===== src/rtl/ldc_pkg.sv =====
// Shared types, constants, the default year table and month functions of the lunar date converter.
package ldc_pkg;

  localparam int NUM_YEARS = 7;
  localparam int FLAGS_W = 14;
  localparam int CFG_IDX_W = 3;
  localparam int CFG_DATA_W = 32;

  localparam int TABLE_YEARS_DEF = 7;
  localparam int BASE_YEAR_DEF = 2025;

  localparam logic [CFG_IDX_W-1:0] REG_FLAGS = 3'd7;

  localparam logic [31:0] DAY_SECS = 32'd86400;
  // day count is resolved to this many bits; anything longer is past every year
  localparam int DIV_BITS = 9;
  localparam logic [31:0] DIV_LIMIT = 32'(86400 * (2 ** DIV_BITS));

  // 86400 = 675 << 7; days = ((secs >> 7) * ceil(2^29 / 675)) >> 29, exact below DIV_LIMIT
  localparam int DAY_SHIFT = 7;
  localparam logic [19:0] DAY_RECIP = 20'd795365;
  localparam int RECIP_SHIFT = 29;

  localparam logic [FLAGS_W-1:0] FLAGS_RESET = 14'd82;

  typedef logic [NUM_YEARS-1:0][31:0] start_arr_t;

  localparam start_arr_t START_RESET = {
    32'd1931986800, 32'd1901401200, 32'd1868223600, 32'd1837638000,
    32'd1807052400, 32'd1773874800, 32'd1743202800
  };

  localparam logic [2:0] HOL_NONE = 3'd0;
  localparam logic [2:0] HOL_MAGHA = 3'd1;
  localparam logic [2:0] HOL_VISAKHA = 3'd2;
  localparam logic [2:0] HOL_ASALHA = 3'd3;
  localparam logic [2:0] HOL_OK_PHANSA = 3'd4;
  localparam logic [2:0] HOL_KHAO_PHANSA = 3'd5;
  localparam logic [2:0] HOL_ATTAMI = 3'd6;

  typedef struct packed {
    logic load;
    logic search;
    logic div_step;
    logic walk_step;
    logic emit;
    logic ok;
  } ldc_cmd_t;

  typedef struct packed {
    logic search_hit;
    logic walk_end;
    logic walk_ok;
  } ldc_sts_t;

  // length of the month in walk position slot
  function automatic logic [4:0] month_len(input logic [3:0] slot, input logic lm,
                                           input logic ld);
    logic [3:0] s;
    logic [4:0] len;
    s = slot;
    len = 5'd29;
    if (lm && slot > 4'd4) s = slot - 4'd1;
    if (lm && slot == 4'd4) len = 5'd30;
    else if (s == 4'd2 && ld) len = 5'd30;
    else if (s[0]) len = 5'd30;
    return len;
  endfunction

  // {repeated month 8 mark, month number} of walk position slot
  function automatic logic [4:0] slot_month(input logic [3:0] slot, input logic lm);
    logic [4:0] r;
    if (lm) begin
      if (slot <= 4'd3) r = {1'b0, slot + 4'd5};
      else if (slot == 4'd4) r = {1'b1, 4'd8};
      else if (slot <= 4'd8) r = {1'b0, slot + 4'd4};
      else r = {1'b0, slot - 4'd8};
    end else begin
      if (slot <= 4'd7) r = {1'b0, slot + 4'd5};
      else r = {1'b0, slot - 4'd7};
    end
    return r;
  endfunction

endpackage


===== src/rtl/ldc_cfg.sv =====
// Configuration registers: per-year month-5 start times and leap flags.
module ldc_cfg (
  input  logic                             clk,
  input  logic                             rst,
  input  logic                             we,
  input  logic [ldc_pkg::CFG_IDX_W-1:0]    index,
  input  logic [ldc_pkg::CFG_DATA_W-1:0]   data,
  output ldc_pkg::start_arr_t              year_start,
  output logic [ldc_pkg::FLAGS_W-1:0]      year_flags
);
  import ldc_pkg::*;

  always_ff @(posedge clk) begin
    if (rst) begin
      year_start <= START_RESET;
      year_flags <= FLAGS_RESET;
    end else if (we) begin
      if (index == REG_FLAGS) begin
        year_flags <= data[FLAGS_W-1:0];
      end else begin
        year_start[index] <= data;
      end
    end
  end

endmodule


===== src/rtl/ldc_ctrl.sv =====
// Sequencer: year search, day-count division, month walk, result write.
module ldc_ctrl (
  input  logic              clk,
  input  logic              rst,
  input  logic              start,
  input  ldc_pkg::ldc_sts_t sts,
  output ldc_pkg::ldc_cmd_t cmd,
  output logic              busy
);
  import ldc_pkg::*;

  typedef enum logic [3:0] {
    ST_IDLE   = 4'b0001,
    ST_SEARCH = 4'b0010,
    ST_DIV    = 4'b0100,
    ST_WALK   = 4'b1000
  } state_t;

  state_t state, state_next;

  always_ff @(posedge clk) begin
    if (rst) begin
      state <= ST_IDLE;
    end else begin
      state <= state_next;
    end
  end

  always_comb begin
    state_next = state;
    cmd = '0;
    unique case (state)
      ST_IDLE: begin
        if (start) begin
          cmd.load = 1'b1;
          state_next = ST_SEARCH;
        end
      end
      ST_SEARCH: begin
        cmd.search = 1'b1;
        if (sts.search_hit) begin
          state_next = ST_DIV;
        end else begin
          cmd.emit = 1'b1;
          state_next = ST_IDLE;
        end
      end
      ST_DIV: begin
        cmd.div_step = 1'b1;
        state_next = ST_WALK;
      end
      ST_WALK: begin
        cmd.walk_step = 1'b1;
        if (sts.walk_end) begin
          cmd.emit = 1'b1;
          cmd.ok = sts.walk_ok;
          state_next = ST_IDLE;
        end
      end
      default: begin
        state_next = ST_IDLE;
      end
    endcase
  end

  assign busy = (state != ST_IDLE);

endmodule


===== src/rtl/ldc_dp.sv =====
// Datapath: start search, reciprocal day count, month walk and result decode.
module ldc_dp #(
  parameter int TABLE_YEARS = ldc_pkg::TABLE_YEARS_DEF,
  parameter int BASE_YEAR = ldc_pkg::BASE_YEAR_DEF
) (
  input  logic                        clk,
  input  logic                        rst,
  input  logic [31:0]                 epoch_seconds,
  input  ldc_pkg::start_arr_t         year_start,
  input  logic [ldc_pkg::FLAGS_W-1:0] year_flags,
  input  ldc_pkg::ldc_cmd_t           cmd,
  output ldc_pkg::ldc_sts_t           sts,
  output logic                        done,
  output logic                        valid_res,
  output logic [11:0]                 year_ce,
  output logic [3:0]                  lunar_month,
  output logic                        second_eighth,
  output logic                        has_leap_month,
  output logic                        waxing,
  output logic [3:0]                  lunar_day,
  output logic [3:0]                  zodiac_index,
  output logic                        holy_day,
  output logic [2:0]                  holiday_code
);
  import ldc_pkg::*;

  localparam int ZBASE = ((BASE_YEAR % 4096) + 12000 - 2020) % 12;

  logic [31:0] t_q;
  logic [2:0]  idx;
  logic        lm;
  logic        ld;
  logic [31:0] rem;
  logic [8:0]  days;
  logic [3:0]  slot;
  logic        far;

  // start search: a borrow-free difference means that start is not after t
  logic [NUM_YEARS-1:0][32:0] diffs;
  logic        hit;
  logic [2:0]  hit_idx;
  logic [31:0] hit_diff;
  logic [6:0]  lm_bits;
  logic [6:0]  ld_bits;

  assign lm_bits = year_flags[6:0];
  assign ld_bits = year_flags[13:7];

  always_comb begin
    for (int i = 0; i < NUM_YEARS; i++) begin
      diffs[i] = {1'b0, t_q} - {1'b0, year_start[i]};
    end
  end

  always_comb begin
    hit = 1'b0;
    hit_idx = '0;
    hit_diff = '0;
    for (int i = 0; i < TABLE_YEARS; i++) begin
      if (!diffs[i][32]) begin
        hit = 1'b1;
        hit_idx = 3'(i);
        hit_diff = diffs[i][31:0];
      end
    end
  end

  // whole days by reciprocal multiply; only valid while rem is below DIV_LIMIT
  logic [37:0] q_prod;
  assign q_prod = {19'b0, rem[DAY_SHIFT +: 19]} * {18'b0, DAY_RECIP};

  // month walk
  logic [4:0] len;
  logic       w_hit;
  logic       w_last;
  assign len = month_len(slot, lm, ld);
  assign w_hit = (days < {4'b0, len});
  assign w_last = (slot == (lm ? 4'd12 : 4'd11));

  always_comb begin
    sts.search_hit = hit && (t_q != '0);
    sts.walk_end = far || w_hit || w_last;
    sts.walk_ok = !far && w_hit;
  end

  // result decode from the final slot and day offset
  logic [4:0]  ms;
  logic [3:0]  r_month;
  logic        r_second;
  logic        r_wax;
  logic [3:0]  r_day;
  logic        r_holy;
  logic [2:0]  r_hol;
  logic [4:0]  zsum;
  logic [3:0]  r_zod;
  logic [11:0] r_year;

  always_comb begin
    ms = slot_month(slot, lm);
    r_second = ms[4];
    r_month = ms[3:0];
    r_wax = (days < 9'd15);
    r_day = r_wax ? (days[3:0] + 4'd1) : 4'(days[4:0] - 5'd14);
    r_holy = (r_day == 4'd8) || (r_wax && r_day == 4'd15)
          || (!r_wax && r_month[0] && r_day == 4'd14)
          || (!r_wax && !r_month[0] && r_day == 4'd15);
    r_hol = HOL_NONE;
    if (r_wax && r_day == 4'd15) begin
      priority if (r_month == 4'd11) r_hol = HOL_OK_PHANSA;
      else if (lm) begin
        if (r_month == 4'd4) r_hol = HOL_MAGHA;
        else if (r_month == 4'd7) r_hol = HOL_VISAKHA;
        else if (r_month == 4'd8 && r_second) r_hol = HOL_ASALHA;
      end else begin
        if (r_month == 4'd3) r_hol = HOL_MAGHA;
        else if (r_month == 4'd6) r_hol = HOL_VISAKHA;
        else if (r_month == 4'd8) r_hol = HOL_ASALHA;
      end
    end else if (!r_wax && r_day == 4'd1) begin
      if (r_month == 4'd8 && (!lm || r_second)) r_hol = HOL_KHAO_PHANSA;
    end else if (!r_wax && r_day == 4'd8) begin
      if (r_month == (lm ? 4'd7 : 4'd6)) r_hol = HOL_ATTAMI;
    end
    r_year = 12'(BASE_YEAR) + {9'b0, idx};
    zsum = 5'(ZBASE) + {2'b0, idx};
    r_zod = (zsum >= 5'd12) ? 4'(zsum - 5'd12) : zsum[3:0];
  end

  always_ff @(posedge clk) begin
    if (cmd.load) t_q <= epoch_seconds;
    if (cmd.search) begin
      idx <= hit_idx;
      lm <= lm_bits[hit_idx];
      ld <= ld_bits[hit_idx];
      rem <= hit_diff;
      slot <= '0;
    end
    if (cmd.div_step) begin
      far <= (rem >= DIV_LIMIT);
      days <= q_prod[RECIP_SHIFT +: DIV_BITS];
    end
    if (cmd.walk_step && !w_hit) begin
      days <= days - {4'b0, len};
      slot <= slot + 4'd1;
    end
    if (cmd.emit) begin
      valid_res <= cmd.ok;
      year_ce <= cmd.ok ? r_year : '0;
      lunar_month <= cmd.ok ? r_month : '0;
      second_eighth <= cmd.ok && r_second;
      has_leap_month <= cmd.ok && lm;
      waxing <= cmd.ok && r_wax;
      lunar_day <= cmd.ok ? r_day : '0;
      zodiac_index <= cmd.ok ? r_zod : '0;
      holy_day <= cmd.ok && r_holy;
      holiday_code <= cmd.ok ? r_hol : HOL_NONE;
    end
  end

  always_ff @(posedge clk) begin
    if (rst) begin
      done <= 1'b0;
    end else begin
      done <= cmd.emit;
    end
  end

endmodule


===== src/rtl/lunar_date_converter.sv =====
// Top level of the Unix time to Thai lunar date converter.
//
//   channel  | signals                                   | transaction
//   ---------+-------------------------------------------+------------------------
//   request  | start, busy, epoch_seconds                | start high, busy low
//   result   | done, valid_res .. holiday_code           | done high, one cycle
//   config   | cfg_we, cfg_index, cfg_data               | cfg_we high
//
// A request that misses every year ends after the search step; else it runs a search step,
// a reciprocal-multiply day count step and a month walk through the months in order,
// using the single shared month-length compare/subtract.
// The result is registered in the last step and shows in the cycle after it; busy falls in that same cycle.
// Reset is synchronous and restores the default year table.
// The result strobe cannot be held off; requests wait on busy only.
module lunar_date_converter #(
  parameter int TABLE_YEARS = ldc_pkg::TABLE_YEARS_DEF,
  parameter int BASE_YEAR = ldc_pkg::BASE_YEAR_DEF
) (
  input  logic                           clk,
  input  logic                           rst,
  input  logic                           start,
  output logic                           busy,
  input  logic [31:0]                    epoch_seconds,
  input  logic                           cfg_we,
  input  logic [ldc_pkg::CFG_IDX_W-1:0]  cfg_index,
  input  logic [ldc_pkg::CFG_DATA_W-1:0] cfg_data,
  output logic                           done,
  output logic                           valid_res,
  output logic [11:0]                    year_ce,
  output logic [3:0]                     lunar_month,
  output logic                           second_eighth,
  output logic                           has_leap_month,
  output logic                           waxing,
  output logic [3:0]                     lunar_day,
  output logic [3:0]                     zodiac_index,
  output logic                           holy_day,
  output logic [2:0]                     holiday_code
);
  import ldc_pkg::*;

  start_arr_t           year_start;
  logic [FLAGS_W-1:0]   year_flags;
  ldc_cmd_t             cmd;
  ldc_sts_t             sts;

  ldc_cfg u_cfg (
    .clk        (clk),
    .rst        (rst),
    .we         (cfg_we),
    .index      (cfg_index),
    .data       (cfg_data),
    .year_start (year_start),
    .year_flags (year_flags)
  );

  ldc_ctrl u_ctrl (
    .clk   (clk),
    .rst   (rst),
    .start (start),
    .sts   (sts),
    .cmd   (cmd),
    .busy  (busy)
  );

  ldc_dp #(
    .TABLE_YEARS (TABLE_YEARS),
    .BASE_YEAR   (BASE_YEAR)
  ) u_dp (
    .clk            (clk),
    .rst            (rst),
    .epoch_seconds  (epoch_seconds),
    .year_start     (year_start),
    .year_flags     (year_flags),
    .cmd            (cmd),
    .sts            (sts),
    .done           (done),
    .valid_res      (valid_res),
    .year_ce        (year_ce),
    .lunar_month    (lunar_month),
    .second_eighth  (second_eighth),
    .has_leap_month (has_leap_month),
    .waxing         (waxing),
    .lunar_day      (lunar_day),
    .zodiac_index   (zodiac_index),
    .holy_day       (holy_day),
    .holiday_code   (holiday_code)
  );

endmodule


===== config.mk =====
export PLATFORM = sky130hd
export DESIGN_NAME = lunar_date_converter
export DESIGN_NICKNAME = d
export VERILOG_FILES = /design/src/rtl/ldc_pkg.sv /design/src/rtl/ldc_cfg.sv /design/src/rtl/ldc_ctrl.sv /design/src/rtl/ldc_dp.sv /design/src/rtl/lunar_date_converter.sv
export SDC_FILE = /design/constraint.sdc
export NUM_CORES = 2
export LEC_CHECK = 0
export ABC_AREA = 1
export BUFFER_PORTS_ARGS = -buffer_cell sky130_fd_sc_hd__buf_4
export CAP_MARGIN = 5
export CORE_ASPECT_RATIO = 0.7
export CORE_MARGIN = 1.5
export CORE_UTILIZATION = 50
export CTS_CLUSTER_SIZE = 24
export DETAILED_ROUTE_END_ITERATION = 8
export PLACE_DENSITY = 0.66
export RECOVER_POWER = 50
export SYNTH_ARGS = -nofsm -noshare
export SYNTH_HDL_FRONTEND = slang
export SYNTH_HIERARCHICAL = 1
export SYNTH_SLANG_ARGS = --single-unit

===== constraint.sdc =====
create_clock -name clk -period 5.97 [get_ports clk]
set_clock_uncertainty 0.2 [all_clocks]
set_input_delay 0.2985 -clock clk [delete_from_list [all_inputs] [get_ports clk]]
set_output_delay 0.2985 -clock clk [all_outputs]
set_load 0.02 [all_outputs]

== Yosys cells after proc, flatten, opt, wreduce, memory -nomap -nowiden ==
Index checks and enable logic that the tools add are counted.

* Reduce and logical (&&, ||, !) cells: 37
* Eq/ne operators: 22
* Div/mod/pow operators: 0
* Mux-type cells: 70
* Multipliers: 1
* Bitwise operators: 1
* $add $sub $neg: 19
* Shift operators: 0
* Order comparisons: 11

{| class="wikitable"
|+ Operators by type and width
! cell !! count
|-
| $mux W32 || 8
|-
| $sub A32 B32 Y33 || 7
|-
| $bwmux W224 || 1
|-
| $demux W32 S3 || 1
|-
| $mux W3 || 16
|-
| $mul A19 B20 Y38 const B || 1
|-
| $mux W4 || 9
|-
| $ge A32 B26 Y1 const B || 1
|-
| $reduce_bool A32 Y1 || 1
|-
| $mux W5 || 5
|-
| $eq A4 B4 Y1 const B || 6
|-
| $eq A4 B3 Y1 const B || 5
|-
| $logic_and A1 B1 Y1 || 20
|-
| $mux W1 || 18
|-
| $mux W9 || 2
|-
| $pmux W4 S4 || 1
|-
| $add A11 B3 Y12 const A || 1
|-
| $eq A4 B2 Y1 const B || 3
|-
| $mux W2 || 6
|-
| $sub A4 B4 Y4 const B || 3
|-
| $lt A9 B4 Y1 const B || 1
|-
| $lt A9 B5 Y1 || 1
|-
| $sub A9 B5 Y9 || 1
|-
| $add A4 B1 Y4 const B || 2
|-
| 23 further kinds || 41
|}

* Bits of input ports: 71
* ROM bits: 0
* Bits in latches: 0
* Bits in registers: 358
* Memories kept: 0
* RAM bits: 0

== Logic depth before layout (Yosys ltp) ==
* Depth in word-level cells: 13
* Gate-level depth with buffers: 26
* Depth with buffers taken out: 26

== Modules after synthesis ==
The synthesis kept the hierarchy.

{| class="wikitable"
|+ Modules (own cells, without submodules)
! module !! cells each !! seq. area each (µm²) !! times used !! area an instance (µm²)
|-
| ldc_dp || 4049 || 3022.9 || 1 || 26112.5
|-
| ldc_cfg || 1216 || 4764.6 || 1 || 8817.2
|-
| ldc_ctrl || 41 || 80.1 || 1 || 247.7
|}

== Least setup slack after synthesis ==
Ideal clock, no wire load.

* Path type: reg2reg
* Start: reg u_dp.rem[24]
* End: reg u_dp.days[5] (data pin)
* Library setup time: 269 ps
* Arrival time: 5027 ps
* Cell stages (with the launch flop): 25
* Required time: 5501 ps
* Setup slack: 474 ps
* Cells stage by stage: edfxtp_1 fa_1 inv_1 fa_1 inv_1 fa_1 inv_1 fa_1 inv_1 fa_1 inv_1 fa_1 inv_1 ha_1 nand2_1 nor2_1 a211oi_1 o21ai_0 nor2_1 o21ai_0 a21o_1 nand2_1 nand4_1 nand3_1 o21ai_0

* Cells in the longest elaborated chain, start to end: 3

{| class="wikitable"
|+ Ends and longest elaborated chain
! element !! RTL line !! RTL
|-
| start, declared || ldc_dp.sv:33 || <nowiki>logic [31:0] rem;</nowiki>
|-
| start signal, assigned || ldc_dp.sv:135 || <nowiki>rem <= hit_diff;</nowiki>
|-
| $mul A19 B20 Y38 || ldc_dp.sv:70 || <nowiki>assign q_prod = {19'b0, rem[DAY_SHIFT +: 19]} * {18'b0, DAY_RECIP};</nowiki>
|-
| $mux W9 || ldc_dp.sv:138 || <nowiki>if (cmd.div_step) begin</nowiki>
|-
| $mux W9 || ldc_dp.sv:142 || <nowiki>if (cmd.walk_step && !w_hit) begin</nowiki>
|-
| end signal, assigned || ldc_dp.sv:140 || <nowiki>days <= q_prod[RECIP_SHIFT +: DIV_BITS];</nowiki>
|-
| end signal, assigned || ldc_dp.sv:143 || <nowiki>days <= days - {4'b0, len};</nowiki>
|-
| end, declared || ldc_dp.sv:34 || <nowiki>logic [8:0] days;</nowiki>
|}

Every way passes these cells. The select of a mux whose other input is x is not followed.
A chain may end at the register's enable or synchronous reset.

== Worst setup path in the final report ==
* Start: reg u_dp.rem[23]
* End: reg u_dp.days[1] (data pin)

The elaborated chain is that of the path after synthesis.

==> summary.txt <==
Run status
  – Failing checks: max-capacitance violations, max-slew violations
  – Status: finished with violations

Routing
  – DRC viols: 0
  – DRT Wirelength: 143000 um
  – Iteration-0 DRC Markers: 4898
  – Wire per inst: 22.4 um
  – Via density per instance: about 5.6
  – Vias: around 36000
  – Post-DRT Antenna Nets: 0
  – DRT Pass-1 Iters: 7

Floorplan
  – Num rows: 81
  – Core box area: between 60000 and 70000 um2
  – Die area: about 72000 um2
  – Io pins: approximately 110
  – Die Width: roughly 320 um
  – Die Y: around 220 um
  – Initial Util: 50.5%

Synth
  – Yosys warnings: 6
  – Top cells by area, synth: ha_1 15%, nand2_1 15%, dfxtp_1 14%, inv_1 9.0%, edfxtp_1 8.5%
  – Mapped Area: roughly 35000 um2
  – Area share of the largest cell type after synthesis: between 10 and 15%
  – Yosys reg bits: 343
  – Most frequent cell after synthesis: nand2_1
  – Sequential fraction of the synthesis area: around 22%
  – Asr flop ratio synth: 0%
  – Post-synth top area cell: ha_1
  – Synth cell types: 64
  – Mapped Nets: 5905
  – Number of synthesized flops with an enable pin: 100
  – Prevailing post-synth register cell: dfxtp_1
  – Post-synth top cells: 1382 x nand2_1, 847 x inv_1, 634 x nor2_1, 420 x ha_1, 411 x nand3_1
  – Mean area per synthesized cell: approximately 6.6 um2
  – Post-Synthesis Cells: about 5300

Place
  – Setup WS pre-CTS: 165 ps
  – IO Port Bufs: 103
  – DP Area: ~37000 um2
  – Post-DP HPWL: 115000 um
  – Final Wtd Congestion: ~1.1
  – Post-placement cell count: between 6000 and 7000

Setup path
  – Critical Path Max Stage Delay: between 500 and 600 ps
  – Crit-path leading delay family: adder cells
  – Worst path cell trace: fa_1, inv_1, fa_1, inv_1, fa_1, inv_1, fa_1, inv_1, fa_1, inv_1, fa_1, inv_1, ha_1, nand2_2, nor2_1, a211oi_2, o21ai_1, nor2_1, o21ai_1, a21o_1, buf_4, xnor2_1, o21ai_0
  – Critical Path Slowest Stage Cell: fa_1
  – CP max FO: 3
  – CP endpoint kind: register
  – WP data required: between 6000 and 7000 ps
  – Worst Path Class, Setup: reg -> reg
  – Worst EP arrival: just under 6000 ps
  – CP bufs+invs: 7
  – Worst setup SP type: register

GRT
  – Number of global-route vias before repair: 31346
  – Initial antenna violation count: 2
  – First-pass GRT wire length: roughly 210000 um
  – Total global routing overflow: 0
  – Largest net degree at the start of global routing: about 150
  – All-Layer GR Usage: between 30% and 40%

Run
  – Max-cap violations: 9

STA
  – Slew Limit Fails: between 200 and 300
  – Final Hold Vio Count: 0
  – Post-route worst setup slack: around 250 ps
  – Setup TNS: 0 ps
  – Worst-Margin Slew: roughly 3200 ps
  – Final min period: 5720 ps
  – Hold Slack: between 30 and 40 ps
  – Crit share post-route: 95.8%
  – Relative slew slack: -113%
  – Unrepaired setup endpoints after global routing: no
  – Max Clock Freq: about 0.17 GHz
  – Final setup fails: 0

Cells and area
  – Net count, final: ~6000
  – Antenna cell count: 0
  – Post-route cell area: 38700 um2
  – Share of cells above drive strength 1: a little over 5%
  – Final core utilization: between 50% and 60%
  – Cell Count, Final, Fillers Out: between 6000 and 7000
  – Area Overhead vs Synth: 10.1%

Clock tree
  – H-tree depth: 2
  – Clock latency on the worst-skew pair: roughly 630 ps
  – CTS Sinks: around 340
  – CTS tree: done
  – Total CTS buffers: 40
  – Clock transition at the registers of the reported paths: around 70 ps
  – Root Driver: clkbuf_16
  – Longest Clk Path Bufs: 3

Pwr
  – Switching share of total power: ~44%
  – Clock share of power: between 20% and 30%
  – Worst VDD drop: roughly 240 uV
  – Logic pwr share: 45.4%
  – Net switching power: between 4 and 5 mW
  – Internal: ~5.6 mW
  – Sequential power share: a little over a quarter
  – LEAKAGE: ~20 nW
  – Power density over the cells: approximately 250 nW/um2
  – PnR Total Power: between 9 and 10 mW

Min path
  – Worst min-delay path class: in -> reg
-- flip-flops by register name, indices dropped and copies added (netlist names), 3 cells and up --
signal             count
u_cfg/year_flags      14
u_cfg/year_start     224
u_ctrl/state           4
u_dp/days              9
u_dp/holiday_code      3
u_dp/idx               3
u_dp/lunar_day         4
u_dp/lunar_month       4
u_dp/rem              25
u_dp/slot              4
u_dp/t_q              32
u_dp/year_ce           4
u_dp/zodiac_index      4
-- worst reg2reg max path: cells and delay by family (launching register included) --
family	cells	cell delay [ps]
AO/OA/AOI/OAI	5	690
XOR/XNOR	1	150
adder cells (fa/ha/maj)	7	3320
buffers and inverters	7	460
flip-flops	1	420
AND/OR/NAND/NOR	3	270
-- routing by layer --
metal  up-vias  routed length [um]  GRT usage, %
li1      17223                   -             -
met1     16668               71600          64.3
met2      1985               47000          44.4
met3       109               23000          17.0
met4         4                1520          5.06
met5         -                 103          1.08
-- layout make-up --
| cell class | instances | area [um2] |
|---|---|---|
| fill | 7063 | 31000 |
| multi-input combinational | 3960 | 23300 |
| sequential | 343 | 7870 |
| inverter | 873 | 3290 |
| timing repair buffer | 221 | 1680 |
| tap | 913 | 1140 |
| clock buffer | 53 | 1120 |
| clock inverter | 21 | 279 |
-- timing repair --
action                                  4_1_cts  5_1_grt
buffers inserted                              0        9
endpoints found under the setup margin        0        7
endpoints found under the hold margin       177        0
resized for setup                             0        6
hold buffers                                 65        0
-- layout by cell type, fill, tap and decap left out, types with 19 or more instances in the layout --
cell and n:
dfxtp_1 243, edfxtp_1 100, o21ai_1 53, xnor2_1 41
nand4_1 36, inv_2 19, a21oi_1 304, a21o_1 41
or2_2 21, inv_1 846, fa_1 108, buf_4 85
clkbuf_16 42, nand2_1 1385, ha_1 420, o21ai_0 139
a31oi_1 23, nand3_1 411, o21bai_1 30, nor3_1 57
xor2_1 92, dlygate4sd3_1 65, clkbuf_4 30, nor4_1 19
nor2_1 631, clkbuf_1 47
-- final timing paths --
kind	from	endpoint	slack [ps]	depth (start not counted)
max	u_dp/rem[23]	u_dp/days[1]	250	23
min	cfg_data[3]	u_cfg/year_start[163]	40	5
min reg2reg	u_cfg/year_flags[1]	u_cfg/year_flags[1]	260	2
max reg2reg	u_dp/rem[23]	u_dp/days[1]	250	23
-- logic make-up (layout without fill, tap and decap cells) --
| logic type | after synthesis | after routing | share of synthesized area (%) |
|---|---|---|---|
| AO/OA/AOI/OAI | 676 | 676 | 11.1 |
| XOR/XNOR | 133 | 133 | 3.31 |
| adder cells (fa/ha/maj) | 528 | 528 | 21.1 |
| buffers and inverters | 1003 | 1168 | 11.3 |
| flip-flops | 343 | 343 | 22.4 |
| other | 1 | 1 | 0.0107 |
| AND/OR/NAND/NOR | 2622 | 2622 | 30.9 |
-- power by group through the flow --
stage | Combinational, mW | Sequential [mW] | Clock [mW]
final | 4.48 | 2.63 | 2.76
after CTS | 4.26 | 2.63 | 2.79
after global placement | 4.18 | 2.68 | 0
after global routing | 4.88 | 2.64 | 2.87
after detailed placement | 4.19 | 2.68 | 0
after floorplan | 2.85 | 2.62 | 0
(Power assumes the default switching activity.)
